==> src/sv/qjt_ram.sv <==
module qjt_ram #(
    parameter int WIDTH = 176,
    parameter int DEPTH = 8
) (
    input  logic                                  i_clk,
    input  logic                                  i_we,
    input  logic [(DEPTH > 1 ? $clog2(DEPTH) : 1)-1:0] i_waddr,
    input  logic [WIDTH-1:0]                      i_wdata,
    input  logic                                  i_re,
    input  logic [(DEPTH > 1 ? $clog2(DEPTH) : 1)-1:0] i_raddr,
    output logic [WIDTH-1:0]                      o_rdata
);
    logic [WIDTH-1:0] r_mem [DEPTH];

    always_ff @(posedge i_clk) begin
        if (i_we) begin
            r_mem[i_waddr] <= i_wdata;
        end
        if (i_re) begin
            o_rdata <= r_mem[i_raddr];
        end
    end
endmodule

==> config.mk <==
export PLATFORM = sky130hd
export DESIGN_NAME = qjt_ram
export DESIGN_NICKNAME = d
export VERILOG_FILES = /design/src/sv/qjt_ram.sv
export SDC_FILE = /design/constraint.sdc
export NUM_CORES = 1
export LEC_CHECK = 0
export BUFFER_PORTS_ARGS = -buffer_cell sky130_fd_sc_hd__buf_2
export CAP_MARGIN = 20
export CORE_ASPECT_RATIO = 1.75
export CORE_MARGIN = 5
export CORE_UTILIZATION = 48
export DETAILED_ROUTE_END_ITERATION = 8
export GPL_TIMING_DRIVEN = 0
export PLACE_DENSITY = 0.67
export SYNTH_ARGS = -nofsm -noshare
export SYNTH_HDL_FRONTEND = slang
export SYNTH_SLANG_ARGS = --single-unit
==> constraint.sdc <==
create_clock -name i_clk -period 24.3 [get_ports i_clk]
set_input_delay 3.645 -clock i_clk [delete_from_list [all_inputs] [get_ports i_clk]]
set_output_delay 3.645 -clock i_clk [all_outputs]
set_load 0.05 [all_outputs]
# Word level (Yosys, flattened, before mapping)
# Memory sizes are Yosys's and may differ from the RTL's. A register that Yosys moved wholly into a read port is not among the register bits.
# Cells that the tools add are included.
# op_classes
n_mux	2
# ops
operator	count
$mux 1	2
# word_totals
ram_bits	1408
ff_bits	0
input_bits	185
mem_count	1
out_inout_bits	176
wordCells	3
# mem_list
memory	depth	word_bits	rd	rd_clocked_by_memory_dff	write_ports	line	text
r_mem	8	176	1	1	1	13	logic [WIDTH-1:0] r_mem [DEPTH];

# Logic depth before layout (Yosys ltp)
# logic_depth
ltp_word	2
ltp_mapped	5
mapped_depth_nobuf	2

# Least setup slack after synthesis
# No wires, ideal clock.
# synth_path
kind	input port to flip-flop
start	input i_waddr[0] (netlist name)
end	memory r_mem[0][0], enable pin
cell_stages	1
path_slack_ps	7614
setup_time_ps	930
required_ps	23370
arrival_time_ps	15756
path_cell_list	nor3_1
# synth_lines
item	line	text
from (decl)	7	input logic [(DEPTH > 1 ? $clog2(DEPTH) : 1)-1:0] i_waddr,
to (decl)	13	
# No word-level cell before the write port.

# Worst setup path after layout
# layout_path
start	input i_waddr[2] (netlist name)
end	memory r_mem[0][48], enable pin
# No word-level cell before the write port.

==> parameters.txt <==
Parameter                              Value

Synthesis
  Count of different cell masters after synthesis ... 13
  Number of warnings reported in the yosys synthesis log ... 0
  Mapped Nets ... 2408
  Number of cells produced by synthesis ... 2223
  Biggest area consumer among synthesized cells ... sky130_fd_sc_hd__edfxtp_1
  Post-synthesis average cell area ... 26.22 um^2
  Flop and latch count out of synthesis ... 1584
  Portion of the post-synthesis area used by sequential elements ... 81.60%
  Syn Std Cell Area ... 58290 um^2
  Ranking of synthesized cells by area ... sky130_fd_sc_hd__edfxtp_1 82%, sky130_fd_sc_hd__mux4_2 14%, sky130_fd_sc_hd__mux2_2 3.4%
  Top cell type's share of synthesized area ... 81.60%

Worst setup path
  CP startpoint kind ... input port
  CP required ... 24750 ps
  Maximum fanout count along the critical path ... 10
  Critical Path End Type ... register
  Arrival time at the worst endpoint ... 6180 ps
  R2r setup slk ... 22820 ps
  Category of the most critical setup path ... in2reg

Timing
  Endpoints failing setup ... 0
  Final Hold Slack ... 741.4 ps
  Clock skew ... 24.69 ps
  Fin Setup TNS ... 0 ps
  Worst Tran Pin Value ... 1109 ps
  RSZ-0062 raised after global routing ... false
  Period utilisation layout ... 23.58%
  Final hold violations ... 0
  Top achievable clock speed ... 174.5 MHz
  Post-route minimum period ... 5731 ps
  Max-slew violation total from the final report ... 0
  Least setup slack across all paths after layout ... 18570 ps
  Slew HR ... 26.03%

Power
  Switching Power ... 1.220 mW
  Logic gate share of total power ... 7.0%
  Internal power ... 4.483 mW
  Fraction of power consumed by the clock network ... 37.8%
  Fraction of power spent switching nets ... 21.40%
  Leakage component of the power ... 22.26 nW
  Worst ir drop on vdd ... 0.09242 mV
  Total power ... 5.703 mW
  Sequential Power Share ... 55.2%
  Power per Cell Area ... 83.39 nW/um^2

Drt
  Number of detailed-route iterations in the first pass ... 5
  Final WL ... 129.4 mm
  WL per Instance ... 28.28 um
  Per-cell via count in the routed design ... 5.630
  Vias ... 25.76k
  Iteration-0 DRC Markers ... 2258
  Post-detailed-route count of antenna-violating nets ... 0
  DRC violation count after routing ... 0

Floorplanning
  Floorplan die area ... 128800 um^2
  Initial Utilization ... 48.20%
  Core Rows ... 169
  Number of ports placed on the die boundary ... 361
  Core area ... 121000 um^2
  Die Height ... 471.0 um
  Horizontal extent of the die ... 273.4 um

Final layout
  Syn-to-layout area delta ... 17.33%
  Number of nets in the finished design ... 3012
  Most common cell after layout, fill and taps aside ... sky130_fd_sc_hd__edfxtp_1
  Post-layout util ... 56.55%
  Highest-count cells in the layout ignoring fill and taps ... 1584 x sky130_fd_sc_hd__edfxtp_1, 397 x sky130_fd_sc_hd__buf_2, 352 x sky130_fd_sc_hd__mux4_2, 176 x sky130_fd_sc_hd__mux2_2, 147 x sky130_fd_sc_hd__clkbuf_16
  Number of fill cells ... 8758
  Layout cell share with drive strength beyond 1 ... 42.94%

Clock tree
  Total number of H-tree levels ... 4
  Quantity of hold-fixing buffers added after cts ... 0
  TritonCTS sink count ... 1584
  Clock tree buffer depth ... 3
  TritonCTS Buffers ... 140
  Number of buffers added for setup after CTS ... 0
  Reg clk slew, reported paths ... 60 ps
  Clk Latency, worst-skew pair ... 740 ps
  Post-cts gate resize count ... 0
  CTS tree ... built
  Clock root buffer ... sky130_fd_sc_hd__clkbuf_16

Outcome
  Outcome ... completed

GRT
  Number of global-route vias before repair ... 27.67k
  Antenna violations before repair ... 38
  GR Overflow Total ... 0
  Largest net degree at the start of global routing ... 85
  GRT Overall Usage ... 20.13%
  First-pass GRT wire length ... 188.7 mm

Placement
  Routability Congestion ... 0.7225
  Minimum setup slack after placement ... 17850 ps
  Detailed placer's ending HPWL ... 83.15 mm
  IO Port Bufs ... 357

Flow run
  Count of max-cap constraint violations ... 0

Worst hold path
  Class of the tightest hold or removal check ... reg2reg
==> per-layer routing <==
metal	track usage [%]	up-vias	share of wire [%]
met3	5.658	221	7.6
met4	5.718	38	2.3
met2	33.00	905	50
met1	26.79	13780	40
li1	-	10810	-
met5	0	-	0.18
==> synth_stat cells <==
cell,n
sky130_fd_sc_hd__clkbuf_1,22
sky130_fd_sc_hd__nand2_1,2
sky130_fd_sc_hd__mux4_2,352
sky130_fd_sc_hd__buf_2,41
sky130_fd_sc_hd__nor2_1,6
sky130_fd_sc_hd__nor3_1,2
sky130_fd_sc_hd__buf_6,20
sky130_fd_sc_hd__nand2b_1,3
sky130_fd_sc_hd__buf_12,11
sky130_fd_sc_hd__mux2_2,176
sky130_fd_sc_hd__buf_8,1
sky130_fd_sc_hd__edfxtp_1,1584
sky130_fd_sc_hd__buf_1,3
==> stage by stage <==
step                      std cells  area (um^2)
after CTS                      4558        68350
after global routing           4562        68360
after global placement         4204        62110
after detailed placement       4309        63920
final                          4575        68390
after floorplan                2223        58290
==> kinds of logic after synthesis <==
family	count (synthesis)	synth area share (%)
AND/OR/NAND/NOR	13	0.1009
flip-flops	1584	81.60
multiplexers	528	17.00
buffers and inverters	98	1.303
==> flip-flops by register name (all words and copies together), names as in the netlist <==
register	cells
r_mem	1408
o_rdata	176
==> critical path, stage by stage <==
cell and delay [ps]:
sky130_fd_sc_hd__buf_2 110, sky130_fd_sc_hd__nand2b_1 290, sky130_fd_sc_hd__nor3_2 630, sky130_fd_sc_hd__buf_6 240
sky130_fd_sc_hd__buf_6 170, sky130_fd_sc_hd__buf_8 160, sky130_fd_sc_hd__buf_6 180, sky130_fd_sc_hd__buf_6 190
sky130_fd_sc_hd__buf_8 160, sky130_fd_sc_hd__buf_6 190, sky130_fd_sc_hd__buf_6 160
==> path summary, 6_finish.rpt <==
kind / cells past startpoint / from / end
hold reg to reg: 2 / r_mem[4][168] / o_rdata[168]
hold / removal: 2 / r_mem[4][168] / o_rdata[168]
setup reg to reg: 2 / r_mem[5][52] / o_rdata[52]
setup / recovery: 11 / i_waddr[2] / r_mem[0][48]
==> power by group through the flow <==
stage | Combinational, mW | Sequential, mW | Clock (mW)
2_1_floorplan | 0.163 | 3.30 | 0
3_3_place_gp | 0.376 | 3.24 | 0
3_5_place_dp | 0.405 | 3.21 | 0
4_1_cts | 0.407 | 3.15 | 2.20
5_1_grt | 0.423 | 3.15 | 2.32
6_report | 0.398 | 3.15 | 2.16
==> layout make-up <==
class	count	area, um^2	share of cell area [%]
Sequential cell	1584	47570	69.55
Multi-Input combinational cell	541	10020	14.66
Clock buffer	174	3780	5.527
Timing Repair Buffer	462	3543	5.181
Tap cell	1624	2032	2.971
Buffer	98	759.5	1.110
Clock inverter	75	646.9	0.9458
Antenna cell	17	42.54	0.06220
(Power assumes the default switching activity.)
