[src/sv/qjt_pkg.sv]
package qjt_pkg;

    typedef struct packed {
        logic               opcode;
        logic [2:0]         joint_index;
        logic signed [31:0] start_position;
        logic signed [31:0] end_position;
        logic [31:0]        move_duration;
        logic [31:0]        sample_time;
    } t_in_item;

    typedef struct packed {
        logic [2:0]         out_joint;
        logic signed [31:0] position;
        logic signed [31:0] velocity;
        logic signed [31:0] acceleration;
        logic [1:0]         status;
        logic               last;
    } t_out_item;

    typedef struct packed {
        logic signed [31:0] p0;
        logic signed [47:0] p3;
        logic signed [47:0] p4;
        logic signed [47:0] p5;
    } t_coef;

    typedef struct packed {
        logic signed [31:0] pos;
        logic signed [31:0] vel;
        logic signed [31:0] acc;
    } t_eval_res;

    localparam int COEF_W = $bits(t_coef);

    localparam logic OP_PLAN   = 1'b0;
    localparam logic OP_SAMPLE = 1'b1;

    localparam logic [1:0] ST_SAMPLE   = 2'd0;
    localparam logic [1:0] ST_PLAN_OK  = 2'd1;
    localparam logic [1:0] ST_PLAN_REJ = 2'd2;

    localparam logic signed [63:0] HCAP = 64'sh4000_0000_0000_0000;

    typedef enum logic [2:0] {
        S_IDLE,
        S_PDIV,
        S_PWR,
        S_POUT,
        S_RD,
        S_LD,
        S_EVAL,
        S_OUT
    } t_state;

endpackage

[src/sv/qjt_eval.sv]
module qjt_eval (
    input  logic              i_clk,
    input  logic              i_rst_n,
    input  logic              i_start,
    input  qjt_pkg::t_coef    i_coef,
    input  logic [31:0]       i_time,
    output logic              o_done,
    output qjt_pkg::t_eval_res o_res
);
    import qjt_pkg::*;

    logic               r_busy;
    logic [1:0]         r_ph;
    logic [3:0]         r_k;
    logic signed [63:0] r_h;
    logic [63:0]        r_lo;
    logic [63:0]        r_prod;
    t_coef              r_c;
    logic [31:0]        r_t;

    logic [63:0]        ua;
    logic [31:0]        mop;
    logic [63:0]        prod;
    logic [63:0]        s;
    logic signed [63:0] mr;
    logic signed [63:0] mt;
    logic signed [63:0] addend;
    logic signed [63:0] sum;
    logic signed [63:0] clamped;
    logic signed [63:0] p3w;
    logic signed [63:0] p4w;
    logic signed [63:0] p5w;

    // Q40.24 to Q16.16 toward zero, plus base, saturated
    function automatic logic signed [31:0] f_q16(input logic signed [63:0] h,
                                                 input logic signed [31:0] base);
        logic signed [63:0] v;
        begin
            v = h[63] ? -$signed((-h) >>> 8) : (h >>> 8);
            v = v + {{32{base[31]}}, base};
            if (v > 64'sh7FFF_FFFF) begin
                v = 64'sh7FFF_FFFF;
            end else if (v < -64'sh8000_0000) begin
                v = -64'sh8000_0000;
            end
            return v[31:0];
        end
    endfunction

    always_comb begin
        p3w  = {{16{r_c.p3[47]}}, r_c.p3};
        p4w  = {{16{r_c.p4[47]}}, r_c.p4};
        p5w  = {{16{r_c.p5[47]}}, r_c.p5};
        ua   = r_h[63] ? 64'(-r_h) : 64'(r_h);
        mop  = (r_ph == 2'd0) ? ua[31:0] : ua[63:32];
        prod = {32'd0, mop} * {32'd0, r_t};
        s    = (r_prod << 16) + (r_lo >> 16);
        if (r_prod >= 64'h4000_0000_0000) begin
            mr = HCAP;
        end else if (s > 64'(HCAP)) begin
            mr = HCAP;
        end else begin
            mr = $signed(s);
        end
        mt = r_h[63] ? -mr : mr;
        case (r_k)
            4'd0:    addend = p4w;
            4'd1:    addend = p3w;
            4'd5:    addend = p4w * 64'sd4;
            4'd6:    addend = p3w * 64'sd3;
            4'd9:    addend = p4w * 64'sd12;
            4'd10:   addend = p3w * 64'sd6;
            default: addend = 64'sd0;
        endcase
        sum = mt + addend;
        if (sum > HCAP) begin
            clamped = HCAP;
        end else if (sum < -HCAP) begin
            clamped = -HCAP;
        end else begin
            clamped = sum;
        end
    end

    always_ff @(posedge i_clk) begin
        if (!i_rst_n) begin
            r_busy <= 1'b0;
            o_done <= 1'b0;
        end else begin
            o_done <= r_busy && !i_start && (r_ph == 2'd2) && (r_k == 4'd11);
            if (i_start) begin
                r_busy <= 1'b1;
                r_c    <= i_coef;
                r_t    <= i_time;
                r_h    <= {{16{i_coef.p5[47]}}, i_coef.p5};
                r_k    <= 4'd0;
                r_ph   <= 2'd0;
            end else if (r_busy) begin
                case (r_ph)
                    2'd0: begin
                        r_prod <= prod;
                        r_ph   <= 2'd1;
                    end
                    2'd1: begin
                        r_lo   <= r_prod;
                        r_prod <= prod;
                        r_ph   <= 2'd2;
                    end
                    default: begin
                        r_ph <= 2'd0;
                        r_k  <= r_k + 4'd1;
                        case (r_k)
                            4'd4: begin
                                o_res.pos <= f_q16(clamped, r_c.p0);
                                r_h       <= p5w * 64'sd5;
                            end
                            4'd8: begin
                                o_res.vel <= f_q16(clamped, 32'sd0);
                                r_h       <= p5w * 64'sd20;
                            end
                            4'd11: begin
                                o_res.acc <= f_q16(clamped, 32'sd0);
                                r_busy    <= 1'b0;
                            end
                            default: r_h <= clamped;
                        endcase
                    end
                endcase
            end
        end
    end
endmodule

[config.mk]
export PLATFORM = sky130hd
export DESIGN_NAME = qjt_eval
export DESIGN_NICKNAME = d
export VERILOG_FILES = /design/src/sv/qjt_pkg.sv /design/src/sv/qjt_eval.sv
export SDC_FILE = /design/constraint.sdc
export NUM_CORES = 2
export LEC_CHECK = 0
export ABC_AREA = 1
export CORE_MARGIN = 2
export CORE_UTILIZATION = 55
export CTS_CLUSTER_DIAMETER = 150
export DETAILED_ROUTE_END_ITERATION = 7
export DONT_BUFFER_PORTS = 1
export PLACE_DENSITY = 0.7
export SYNTH_ARGS = -nofsm -noshare
export SYNTH_HDL_FRONTEND = slang
export SYNTH_SLANG_ARGS = --single-unit
[constraint.sdc]
create_clock -name i_clk -period 28.2 [get_ports i_clk]
set_input_delay 8.46 -clock i_clk [delete_from_list [all_inputs] [get_ports i_clk]]
set_output_delay 8.46 -clock i_clk [all_outputs]
set_load 0.1 [all_outputs]
Yosys cells after proc, flatten, opt, wreduce, memory -nomap -nowiden:

Cells that the tools add are included.

* $add $sub $neg: 8
* $mul: 6
* magnitude comparators: 8
* equal/unequal tests: 12
* multiplexer cells: 24
* bitwise operators: 2
* reductions and logical operators: 17

Operators by type and width (count)
* $mux W64: 10
* $pmux W64 S6: 1
* $neg A64 Y64: 3
* $pmux W64 S3: 1
* $mul A48 B3 Y51 const B: 3
* $add A64 B64 Y64: 2
* $gt A64 B32 Y1 const B: 2
* $lt A64 B32 Y1 const B: 2
* $mux W32: 4
* $mul A48 B4 Y52 const B: 2
* $add A64 B48 Y64: 1
* $ge A64 B47 Y1 const B: 1
* $gt A64 B63 Y1 const B: 1
* $gt A64 B64 Y1 const B: 1
* $lt A64 B63 Y1 const B: 1
* $mul A32 B32 Y64: 1
* $neg A56 Y64: 1
* $eq A4 B4 Y1 const B: 4
* $reduce_and A5 Y1: 3
* $eq A4 B3 Y1 const B: 3
* $reduce_and A4 Y1: 3
* $mux W4: 2
* $add A4 B1 Y4 const B: 1
* $eq A4 B1 Y1 const B: 1
* 16 further kinds: 23

* flip-flop bits (word level): 504
* input bits: 211
* logic and storage cells: 92

Logic depth before layout (Yosys ltp):

* depth after elaboration: 16
* gate-level depth with buffers: 118
* depth with buffers taken out: 111

Least setup slack after synthesis:

Ideal clock, no wire load.

* path kind: input to register
* start point: in i_start
* end point: reg r_h[0] (enable)
* data arrival time: 17.687 ns
* data required time: 27.635 ns
* slack: 9.948 ns
* cell stages on the path: 5
* buffers on the path: 1
* cells stage by stage: clkbuf_1 -> nand2_1 -> inv_1 -> nor2_1 -> nor3_1

* cells in the longest elaborated chain, start to end: 2

RTL lines
* from (decl): RTL line qjt_eval.sv:4 `input logic i_start,`
* $ne A2 B2 Y1 (no line) (tied with other cells)
* $reduce_and A4 Y1 (no line) *
* to (signal assigned): RTL line qjt_eval.sv:95 `r_h <= {{16{i_coef.p5[47]}}, i_coef.p5};`
* to (signal assigned): RTL line qjt_eval.sv:115 `r_h <= p5w * 64'sd5;`
* to (signal assigned): RTL line qjt_eval.sv:119 `r_h <= p5w * 64'sd20;`
* to (decl): RTL line qjt_eval.sv:15 `logic signed [63:0] r_h;`

Mark *: on every way between the ends. The rest lies on a longest branch, timed or not.
A chain may end at the register's enable or synchronous reset.

Worst setup path in the final report:

* start point: reg r_c, in the netlist p3w[3]
* end point: reg o_res[71] in the netlist's numbering (data pin)

* cells in the longest elaborated chain, start to end: 12

RTL lines
* from (decl): RTL line qjt_eval.sv:18 `t_coef r_c;`
* from (signal assigned): RTL line qjt_eval.sv:93 `r_c <= i_coef;`
* $mul A48 B3 Y51: RTL line qjt_eval.sv:70, qjt_eval.sv:72
* $pmux W64 S6 *: RTL line qjt_eval.sv:66 `case (r_k)`
* $add A64 B64 Y64 *: RTL line qjt_eval.sv:75 `sum = mt + addend;`
* $lt A64 B63 Y1: RTL line qjt_eval.sv:78 `end else if (sum < -HCAP) begin`
* $mux W64: RTL line qjt_eval.sv:78
* $mux W64 *: RTL line qjt_eval.sv:76 `if (sum > HCAP) begin`
* $neg A64 Y64: RTL line qjt_eval.sv:39 `v = h[63] ? -$signed((-h) >>> 8) : (h >>> 8);`
* $neg A56 Y64: RTL line qjt_eval.sv:39
* $mux W64 *: RTL line qjt_eval.sv:39
* $add A64 B64 Y64 *: RTL line qjt_eval.sv:40 `v = v + {{32{base[31]}}, base};`
* $lt A64 B32 Y1: RTL line qjt_eval.sv:43 `end else if (v < -64'sh8000_0000) begin`
* $mux W32: RTL line qjt_eval.sv:43
* to (decl): RTL line qjt_eval.sv:8 `output qjt_pkg::t_eval_res o_res`

Marks and branches as above.

==> reports/metrics.yaml <==
status: "finished with violations"
failed_checks: "design-rule violations"
grt_pass1_wl_um: 434000
dp_cells: 12034
vias_per_cell: 5.86
cts_htree_levels: 2
arrival_ns: 17.66
async_reset_ff_frac: 0
antenna_found_initial: 7
clock.fmax_ghz: 0.0580
ys_warn_count: 0
synthDistinctLibCells: 68
start_kind: "register"
synthTopCellsByArea: "fa_1, edfxtp_1, nand2_1, ha_1, inv_1"
clock-skew-final_ns: 0.0619
synth_area_um2: 78600
max_cap_violations: 0
rsz0062_at_grt: "false"
io_pins: 308
cts_tree: "built"
slew_viol_final: 0
fp.dieH_um: 382
dr.first_iter.drc_count: 6713
drt-pass1-iter-count: 8
seq_area_um2: 14600
fin_setup_tns_ns: 0
cts.sinks: 488
numCtsBuffers: 58
core_um2: 142000
fin_cells: 12145
critPathMaxFanout: 40
clock_path_buffers: 3
slew_headroom: 0.208
route.detailed.drc: 6
num-nets-final: 12024
syn_avg_cell_area_um2: 7.60
synth-edff-count: 486
rows: 138
wl_per_cell_um: 23.7
reg2reg_slack_ns: 10.97
clockRootBuffer: "clkbuf_16"
path_common_cell: "nand2_1"
max_stage_delay_ns: 0.59
yosys.area.top_type: "fa_1"
cts-resized-gates: 0
synth_seq_area_share: 0.186
hpwl_um: 235000
tightest_slew_ns: 1.18
syn-num-nets: 12160
preCtsSetupSlack_ns: 11.29
hp-class: "reg2reg"
synth-seq-cells: 488
cts_hold_buf: 0
start_util: 0.554
area_delta_synth_final_pct: 5.20
finalHoldViolCount: 0
setup_violations: 0
drt.antenna.violating_nets: 0
final_common_cell: "nand2_1"
ys.flop_type: "edfxtp_1"
final_cell_mix: "nand2_1, inv_1, nor2_1"
wl_um: 288000
cp.required_ns: 28.63
grtUsageTotal: 0.394
nFillCells: 13267
cts.clk_slew.worst_paths_ns: 0.07
fin_crit_ns: 17.23
synth_top_area_frac: 0.230
path_class: "reg2reg"
grt_remaining_overflow: 0
place_congestion: 1.07
drive_gt1_frac: 0.0404
fin_ws_ns: 10.97
syn_inst: 10340
die-area_um2: 146000
vias: 71178
multi_input_area_um2: 55700
cts_setup_buffers: 0
grt_max_degree: 85
die_w_um: 382
finalCritPeriodShare: 0.611
critPathCaptureType: "register"
cp_slowest_cell: "a21boi_0"
portBuffers: 0
clk_latency_ns: 0.74
grt_pass1_vias: 70755
[state kept, by name, summed over array words and instances (netlist names)]
| signal | count |
|---|---|
| r_t | 32 |
| p4w | 48 |
| o_res | 96 |
| o_done | 1 |
| r_c | 32 |
| r_k | 4 |
| r_ph | 2 |
| r_h | 64 |
| p3w | 48 |
| r_lo | 48 |
| p5w | 48 |
| r_prod | 64 |
| r_busy | 1 |
[area by class of cell]
class,count,area share
Tap cell,1890,0.0286
Inverter,1873,0.0851
Clock buffer,63,0.0178
Timing Repair Buffer,103,0.00935
Multi-Input combinational cell,7680,0.674
Sequential cell,488,0.177
Clock inverter,45,0.00793
Antenna cell,3,0.0000908
[metal layers]
metal / global-route usage / share of wire
met3: 0.0702 / 0.087
met1: 0.497 / 0.39
met4: 0.246 / 0.077
met5: 0 / 0.00020
met2: 0.627 / 0.45
[critical path: cells and delay by family (launching register included)]
kind	cells	cell delay, ns
DFF	1	0.43
xor gates and xnor gates	3	0.56
AOI/OAI and AO/OA	37	8.13
adders and majority gates	4	1.36
and+or+nand+nor	37	4.73
buffers and inverters	11	1.71
[through the flow]
step                cell area [µm²]  hold slack (ns)   util
global route                  82700            0.465  0.583
detailed placement            80500            0.435  0.568
global placement              80500            0.433  0.568
CTS                           82700            0.447  0.583
floorplan                     78600            0.417      -
finish                        82700            0.446  0.583
[synthesized netlist by cell type, drive strengths merged (3+ instances only)]
library cell,count
a211oi,7
a21boi,32
a21o,23
a21oi,500
a221oi,50
a22o,3
a31oi,47
a41oi,24
and3,3
buf,82
clkbuf,217
clkinv,22
edfxtp,486
fa,902
ha,707
inv,1851
nand2,2744
nand3,286
nand3b,34
nand4,101
nor2,1152
nor3,86
nor3b,3
nor4,19
o2111ai,15
o211ai,69
o21a,23
o21ai,352
o21bai,28
o221ai,8
o22a,4
o22ai,19
o311ai,3
o31ai,17
o41ai,14
or2,28
xnor2,130
xor2,236
[cells by family (layout without fill, tap and decap cells)]
logic type | count (synthesis) | after routing | synth area share
AOI/OAI and AO/OA | 1246 | 1246 | 0.0948
DFF | 488 | 488 | 0.186
xor gates and xnor gates | 366 | 366 | 0.0408
and+or+nand+nor | 4459 | 4459 | 0.230
other | 0 | 3 | 0
buffers and inverters | 2172 | 2084 | 0.106
adders and majority gates | 1609 | 1609 | 0.342
[final timing paths]
| path | start | to | cells past startpoint |
|---|---|---|---|
| max | p3w[3]$_DFFE_PP_ | o_res[71]$_SDFFCE_PN1P_ | 92 |
| min | r_prod[22]$_DFFE_PP_ | r_lo[22]$_DFFE_PP_ | 0 |
| max reg2reg | p3w[3]$_DFFE_PP_ | o_res[71]$_SDFFCE_PN1P_ | 92 |
| min reg2reg | r_prod[22]$_DFFE_PP_ | r_lo[22]$_DFFE_PP_ | 0 |
Power is left out: the tool's default activity adds up to more than one toggle a clock period on the data nets, which glitch-free logic cannot reach.
