==> config.mk <==
export PLATFORM = sky130hd
export DESIGN_NAME = qjt_div
export DESIGN_NICKNAME = d
export VERILOG_FILES = /design/src/sv/qjt_pkg.sv /design/src/sv/qjt_div.sv
export SDC_FILE = /design/constraint.sdc
export NUM_CORES = 1
export LEC_CHECK = 0
export BUFFER_PORTS_ARGS = -buffer_cell sky130_fd_sc_hd__buf_2
export CAP_MARGIN = 20
export CORE_ASPECT_RATIO = 1.1
export CORE_MARGIN = 2
export CORE_UTILIZATION = 40
export DETAILED_ROUTE_END_ITERATION = 10
export PLACE_DENSITY = 0.68
export SYNTH_ARGS = -nofsm -noshare
export SYNTH_HDL_FRONTEND = slang
export SYNTH_SLANG_ARGS = --single-unit
==> constraint.sdc <==
create_clock -name i_clk -period 6.7 [get_ports i_clk]
set_clock_uncertainty 0.15 [all_clocks]
set_input_delay 0.335 -clock i_clk [delete_from_list [all_inputs] [get_ports i_clk]]
set_output_delay 0.335 -clock i_clk [all_outputs]
set_load 0.005 [all_outputs]
==> src/sv/qjt_pkg.sv <==
package qjt_pkg;

    typedef struct packed {
        logic               opcode;
        logic [2:0]         joint_index;
        logic signed [31:0] start_position;
        logic signed [31:0] end_position;
        logic [31:0]        move_duration;
        logic [31:0]        sample_time;
    } t_in_item;

    typedef struct packed {
        logic [2:0]         out_joint;
        logic signed [31:0] position;
        logic signed [31:0] velocity;
        logic signed [31:0] acceleration;
        logic [1:0]         status;
        logic               last;
    } t_out_item;

    typedef struct packed {
        logic signed [31:0] p0;
        logic signed [47:0] p3;
        logic signed [47:0] p4;
        logic signed [47:0] p5;
    } t_coef;

    typedef struct packed {
        logic signed [31:0] pos;
        logic signed [31:0] vel;
        logic signed [31:0] acc;
    } t_eval_res;

    localparam int COEF_W = $bits(t_coef);

    localparam logic OP_PLAN   = 1'b0;
    localparam logic OP_SAMPLE = 1'b1;

    localparam logic [1:0] ST_SAMPLE   = 2'd0;
    localparam logic [1:0] ST_PLAN_OK  = 2'd1;
    localparam logic [1:0] ST_PLAN_REJ = 2'd2;

    localparam logic signed [63:0] HCAP = 64'sh4000_0000_0000_0000;

    typedef enum logic [2:0] {
        S_IDLE,
        S_PDIV,
        S_PWR,
        S_POUT,
        S_RD,
        S_LD,
        S_EVAL,
        S_OUT
    } t_state;

endpackage

==> src/sv/qjt_div.sv <==
module qjt_div (
    input  logic               i_clk,
    input  logic               i_rst_n,
    input  logic               i_start,
    input  logic [32:0]        i_mag,
    input  logic               i_neg,
    input  logic [31:0]        i_dur,
    output logic               o_done,
    output logic signed [47:0] o_p3,
    output logic signed [47:0] o_p4,
    output logic signed [47:0] o_p5
);
    import qjt_pkg::*;

    logic         r_busy;
    logic [1:0]   r_ci;
    logic [2:0]   r_dcnt;
    logic [6:0]   r_bit;
    logic [127:0] r_num;
    logic [32:0]  r_rem;
    logic [32:0]  r_mag;
    logic         r_neg;
    logic [31:0]  r_dur;

    logic [32:0]  rem2;
    logic         ge;
    logic [127:0] n_num;
    logic [32:0]  n_rem;
    logic [46:0]  qmag;
    logic signed [47:0] coef;
    logic [2:0]   divs;

    // scaled numerator c*|d|*2^s for coefficient ci
    function automatic logic [127:0] f_num(input logic [1:0] ci, input logic [32:0] mag);
        logic [36:0]  prod;
        logic [127:0] wide;
        logic [127:0] res;
        begin
            case (ci)
                2'd0:    prod = {4'd0, mag} * 37'd10;
                2'd1:    prod = {4'd0, mag} * 37'd15;
                default: prod = {4'd0, mag} * 37'd6;
            endcase
            wide = {91'd0, prod};
            case (ci)
                2'd0:    res = wide << 56;
                2'd1:    res = wide << 72;
                default: res = wide << 88;
            endcase
            return res;
        end
    endfunction

    always_comb begin
        rem2  = {r_rem[31:0], r_num[127]};
        ge    = rem2 >= {1'b0, r_dur};
        n_rem = ge ? rem2 - {1'b0, r_dur} : rem2;
        n_num = {r_num[126:0], ge};
        qmag  = (|n_num[127:47]) ? 47'h7FFF_FFFF_FFFF : n_num[46:0];
        coef  = ((r_ci == 2'd1) ? !r_neg : r_neg) ? -$signed({1'b0, qmag})
                                                   : $signed({1'b0, qmag});
        case (r_ci)
            2'd0:    divs = 3'd3;
            2'd1:    divs = 3'd4;
            default: divs = 3'd5;
        endcase
    end

    always_ff @(posedge i_clk) begin
        if (!i_rst_n) begin
            r_busy <= 1'b0;
            o_done <= 1'b0;
        end else begin
            o_done <= r_busy && !i_start && (r_bit == 7'd127)
                   && (r_dcnt == divs - 3'd1) && (r_ci == 2'd2);
            if (i_start) begin
                r_busy <= 1'b1;
                r_ci   <= 2'd0;
                r_dcnt <= 3'd0;
                r_bit  <= 7'd0;
                r_rem  <= 33'd0;
                r_num  <= f_num(2'd0, i_mag);
                r_mag  <= i_mag;
                r_neg  <= i_neg;
                r_dur  <= i_dur;
            end else if (r_busy) begin
                r_bit <= r_bit + 7'd1;
                if (r_bit != 7'd127) begin
                    r_num <= n_num;
                    r_rem <= n_rem;
                end else begin
                    r_rem <= 33'd0;
                    if (r_dcnt == divs - 3'd1) begin
                        case (r_ci)
                            2'd0:    o_p3 <= coef;
                            2'd1:    o_p4 <= coef;
                            default: o_p5 <= coef;
                        endcase
                        r_dcnt <= 3'd0;
                        if (r_ci == 2'd2) begin
                            r_busy <= 1'b0;
                        end else begin
                            r_ci  <= r_ci + 2'd1;
                            r_num <= f_num(r_ci + 2'd1, r_mag);
                        end
                    end else begin
                        r_num  <= n_num;
                        r_dcnt <= r_dcnt + 3'd1;
                    end
                end
            end
        end
    end
endmodule

-- Word-level counts from Yosys, hierarchy flattened
Index checks and enable logic that the tools add are counted.
- flip-flop bits (word level): 384
- latch bits: 0
- memory bits (writable): 0
- ROM bits: 0
- input bits: 69
- output and inout port bits: 145
- word-level logic and storage cells: 84
- memories: 0
- add/subtract/negate cells: 6
- multiply operators: 4
- div/mod/pow operators: 0
- $lt $le $gt $ge: 1
- equal/unequal tests: 9
- shift-type cells: 0
- muxes and demuxes: 27
- bitwise operators: 3
- reduce and logical (&&, ||, !) cells: 20
- operators by type and width (cell ; number):
    $mux W128 ; 4
    $pmux W125 S2 ; 1
    $mux W32 ; 3
    $mux W93 ; 1
    $reduce_or A81 Y1 ; 1
    $pmux W37 S2 ; 1
    $mul A33 B3 Y36 const B ; 2
    $mux W48 ; 1
    $neg A47 Y48 ; 1
    $mux W47 ; 1
    $mul A33 B4 Y37 const B ; 1
    $mul A33 B2 Y35 const B ; 1
    $ge A33 B32 Y1 ; 1
    $sub A32 B32 Y32 ; 1
    $reduce_and A6 Y1 ; 3
    $mux W3 ; 3
    $mux W2 ; 4
    $add A7 B1 Y7 const B ; 1
    $eq A7 B7 Y1 const B ; 1
    $mux W7 ; 1
    $ne A7 B7 Y1 const B ; 1
    $mux W1 ; 6
    $pmux W3 S2 ; 1
    $reduce_and A3 Y1 ; 2
    other kinds (16) ; 27

-- Longest topological paths before layout
- depth after elaboration: 9
- gate-level depth with buffers: 24
- mapped depth without buffers: 22

-- Worst setup path before layout
OpenSTA, ideal clock, no wires.
- path kind: reg-to-reg
- from: reg r_ci[0]
- to: reg o_p5[0] (enable)
- data arrival time: 6147 ps
- setup slack: -170 ps
- cell stages (with the launch flop): 9
- path buffers: 1
- period minus slack after synthesis: 6870 ps
- cell sequence: edfxtp_1 inv_1 ha_1 inv_1 clkbuf_1 ha_1 xor2_1 nand2_1 nor4_1
- word-level cells in the longest chain between the ends: 5
- elaborated cells on any way between the ends: 8
- classes of those cells: 1 x add/sub; 2 x eq/ne; 1 x mux; 1 x bitwise; 3 x reduce/logical
- ends and longest elaborated chain (what ; line ; RTL):
    start, declared ; qjt_div.sv:16 ; logic [1:0] r_ci;
    start signal, assigned ; qjt_div.sv:103 ; r_ci <= r_ci + 2'd1;
    $eq A2 B1 Y1 / $logic_not A2 Y1 (equally long branches) ; qjt_div.sv:62, qjt_div.sv:94 ;
    $pmux W3 S2 ; qjt_div.sv:62 ; case (r_ci)
    $sub A3 B1 Y3 ; qjt_div.sv:93 ; if (r_dcnt == divs - 3'd1) begin
    $eq A3 B3 Y1 ; qjt_div.sv:93 ;
    $reduce_and A6 Y1 (no source line) * ; - ;
    end signal, assigned ; qjt_div.sv:97 ; default: o_p5 <= coef;
    end, declared ; qjt_div.sv:11 ; output logic signed [47:0] o_p5
Mark *: on every way between the ends. The rest lies on a longest branch, timed or not.
A chain may end at the register's enable or synchronous reset.

-- Worst setup path after layout
- from: reg r_rem[9]
- to: reg o_p5[38] (data pin)
- word-level cells in the longest chain between the ends: 4
- ends and longest elaborated chain (what ; line ; RTL):
    start, declared ; qjt_div.sv:20 ; logic [32:0] r_rem;
    start signal, assigned ; qjt_div.sv:90 ; r_rem <= n_rem;
    $ge A33 B32 Y1 ; qjt_div.sv:56 ; ge = rem2 >= {1'b0, r_dur};
    $mux W47 ; qjt_div.sv:59 ; qmag = (|n_num[127:47]) ? 47'h7FFF_FFFF_FFFF : n_num[46:0];
    $neg A47 Y48 ; qjt_div.sv:60 ; coef = ((r_ci == 2'd1) ? !r_neg : r_neg) ? -$signed({1'b0, qmag})
    $mux W48 ; qjt_div.sv:60 ;
    net coef[38] ; qjt_div.sv:30 ; logic signed [47:0] coef;
The timed path passes the listed nets, and every way through them passes these cells.

==> results.md <==
- Area delta synth->final: 15.53%
- Clk sinks: 384
- Layout cells sized above 1: 12.71%
- Critical path's top delay family: simple AND/OR/NAND/NOR gates
- Mapped cell area: 0.02680 mm²
- Clk Latency, worst-skew pair: 590 ps
- Fillcell total: 6,155
- Critical path arrival: 6300 ps
- Ys Warns: 0
- PD cells: 265.2 mW/mm²
- Final WL: 74,990 µm
- Crit start category: flip-flop
- Multi-input logic area: 0.01436 mm²
- Switch share: 34.84%
- GRT Residual Overflow: 0
- Pleak: 0.01256 µW
- Setup TNS: 0 ps
- HP Class: in -> reg
- Largest net degree at the start of global routing: 79
- PnR Total Power: 8210 µW
- Vias in the first global route: 20,800
- Worst VDD drop: 0.1196 mV
- # Post-CTS Setup Buffers: 0
- Initial antenna violation count: 1
- Die ar.: 0.06909 mm²
- Core area: 0.06627 mm²
- Post-synth EDFFs: 382
- Cells after Synth: 2,556
- Global routing met2 resource utilization: 36.70%
- Wire per inst: 20.19 µm
- Rel. slew slack: 24.35%
- Post-synth top flop: edfxtp_1
- Fin util: 46.72%
- Initial Util: 40.44%
- ANT nets after route: 0
- Setup CP Type: reg -> reg
- Setup-failing EPs final: 0
- DR pass1 iterations: 5
- Placed Cells: 3,567
- M1 GR Usage: 27.96%
- CTS Buffer Depth: 3
- Root Buffer: clkbuf_16
- First-pass GRT wire length: 116,900 µm
- Global route hottest layer: met2
- Worst-path cell chain: ha_1 > and3_1 > and3_1 > a32o_1 > a211oi_2 > a21oi_2 > a211oi_2 > o311a_1 > nand2_1 > inv_1 > ha_1 > or3b_1 > or3_1 > or3_4 > nor4_4 > nand3_2 > nor2_1 > nand2_1 > o21ai_1 > nor3_1 > a211o_1
- Routing usage on met3: 2.424%
- Final std cells w/o fill: 3,714
- Status: finished, final reports clean
- Buf/Inv on CP: 1
- # IOs: 214
- Die Ht: 275.5 µm
- Number of port buffers: 213
- Yosys cell types: 94
- RSZ-0062 raised after global routing: no
- 1st-iter DRT viols: 1,734
- Die Wd: 250.8 µm
- CTS tree: done
- CP Max Fanout: 7
- Final hold violation count: 0
- Worst-margin pin slew: 1121 ps
- Clock network power share: 29.6%
- #FFs+latches synth: 384
- Synth Net Count: 2,928
- Cts bufs inserted: 43
- Final HPWL DP: 55,900 µm
- Max-slew violation count: 0
- Fin crit period: 6147 ps
- Max-cap check violation count: 0
- Synthesized area per cell: 10.48 µm²
- Fmax: 0.1627 GHz
- Vias: 21,359
- Final net count: 3,192
- Sequential share of the synthesized area: 42.95%
- Gr usage total: 21.31%
- Sequential Area: 0.01151 mm²
- Combinational share of power: 34.1%
- Vias/cell: 5.751
- Psw: 2860 µW
- Post-CTS Resized: 0
- Cell Int Power: 5349 µW
- Rows: 99
- Crit. End Element: flip-flop
- Share of flip-flops with an asynchronous set or reset: 0%
- Crit-path slowest cell: a211oi_2
- Worst-path clk slew: 60 ps
- CP required: 6850 ps
- CP peak stage delay: 400 ps
- Final period util: 91.74%
- Htree depth: 2
- Routability cong.: 0.9082
- Sequential share of power: 36.2%
- Drt drc: 0
flip-flops by register name, summed over array words and instances (netlist names), 3 cells and up:
| signal | count |
|---|---|
| r_num | 128 |
| r_mag | 33 |
| o_p4 | 48 |
| o_p3 | 48 |
| r_rem | 32 |
| r_bit | 7 |
| o_p5 | 48 |
| r_dcnt | 3 |
| r_dur | 32 |
cells by family after synthesis:
group	synth area share [%]
AOI/OAI and AO/OA	18.29
and+or+nand+nor	13.39
DFF	42.95
adders and majority gates	16.02
buffers and inverters	3.721
xor gates and xnor gates	4.870
muxes	0.7610
per-stage QoR:
stage | hold WS, ps | setup WS [ps] | area [µm²]
2_1_floorplan | 283.9 | 652.2 | 26810
3_3_place_gp | 363.1 | 740.6 | 28870
3_5_place_dp | 363.1 | 570.9 | 28870
4_1_cts | 91.15 | 559.6 | 30960
5_1_grt | 144.1 | 29.73 | 30960
6_report | 123.0 | 553.3 | 30960
power groups by stage:
stage / logic [µW] / clock network, µW / registers (µW)
floorplan: 2030 / 0 / 2970
global placement: 2710 / 0 / 3020
detailed placement: 2730 / 0 / 3020
CTS: 2780 / 2480 / 2970
global route: 3100 / 2560 / 2990
finish: 2800 / 2430 / 2970
final timing paths:
check	startpoint	end	slack [ps]	cells after the start
max reg2reg	r_rem[9]$_SDFFCE_PN0P_	o_p5[38]$_DFFE_PP_	550	21
min	i_start	r_bit[0]$_SDFFCE_PP0P_	120	2
min reg2reg	r_num[47]$_SDFFCE_PP0P_	r_num[48]$_SDFFCE_PP0P_	410	1
max	r_rem[9]$_SDFFCE_PN0P_	o_p5[38]$_DFFE_PP_	550	21
cell usage after synthesis (all sizes together), types with 23 or more instances:
library cell  instances  area [µm²]
xor2                 62       543.0
nand3                50       260.3
inv                 176       660.6
nor4                 34       257.8
ha                  236        2953
fa                   67        1341
a211oi               38       295.3
o21ai               164       828.3
edfxtp              382       11470
nor3                 43       236.5
and3                 23       143.9
a22oi                24       180.2
clkbuf               76       285.3
o21a                 24       180.2
nand2               165       619.3
a21oi               184       924.6
a21o                 68       510.5
xnor2                87       762.0
nor2                197       739.5
and2                 73       456.7
placed cells by master, fill, tap and decap left out, types with 24 or more instances in the layout:
master,n
a21o_1,67
nor4_1,30
xor2_1,61
a211oi_1,36
xnor2_1,86
edfxtp_1,382
and2_1,72
o21a_1,24
buf_4,26
inv_1,176
nand3_1,48
clkbuf_16,45
a21oi_1,183
dlygate4sd3_1,66
o21ai_0,158
nor2_1,197
nand2_1,164
a22oi_1,24
fa_1,67
nor3_1,40
ha_1,236
buf_2,213
cell type report:
cell class | count | share of cell area [%]
multi-input combinational | 1910 | 46.38
sequential | 384 | 37.18
timing repair buffer | 305 | 6.207
clock buffer | 51 | 3.710
tap | 858 | 3.467
inverter | 176 | 2.134
clock inverter | 29 | 0.9214
antenna | 1 | 0.008082
metal layers:
metal | vias up | part of all wire [%] | wire (µm)
met2 | 788 | 48 | 36210
li1 | 10120 | - | -
met4 | 2 | 3.0 | 2262
met1 | 10311 | 43 | 31920
met3 | 138 | 6.1 | 4587
met5 | - | 0.0093 | 7
repair_timing:
action | in CTS | in global routing
setup endpoints to repair | 0 | 0
hold endpoints to repair | 68 | 0
hold buffers | 66 | 0
Power figures use the tool's default switching activity.
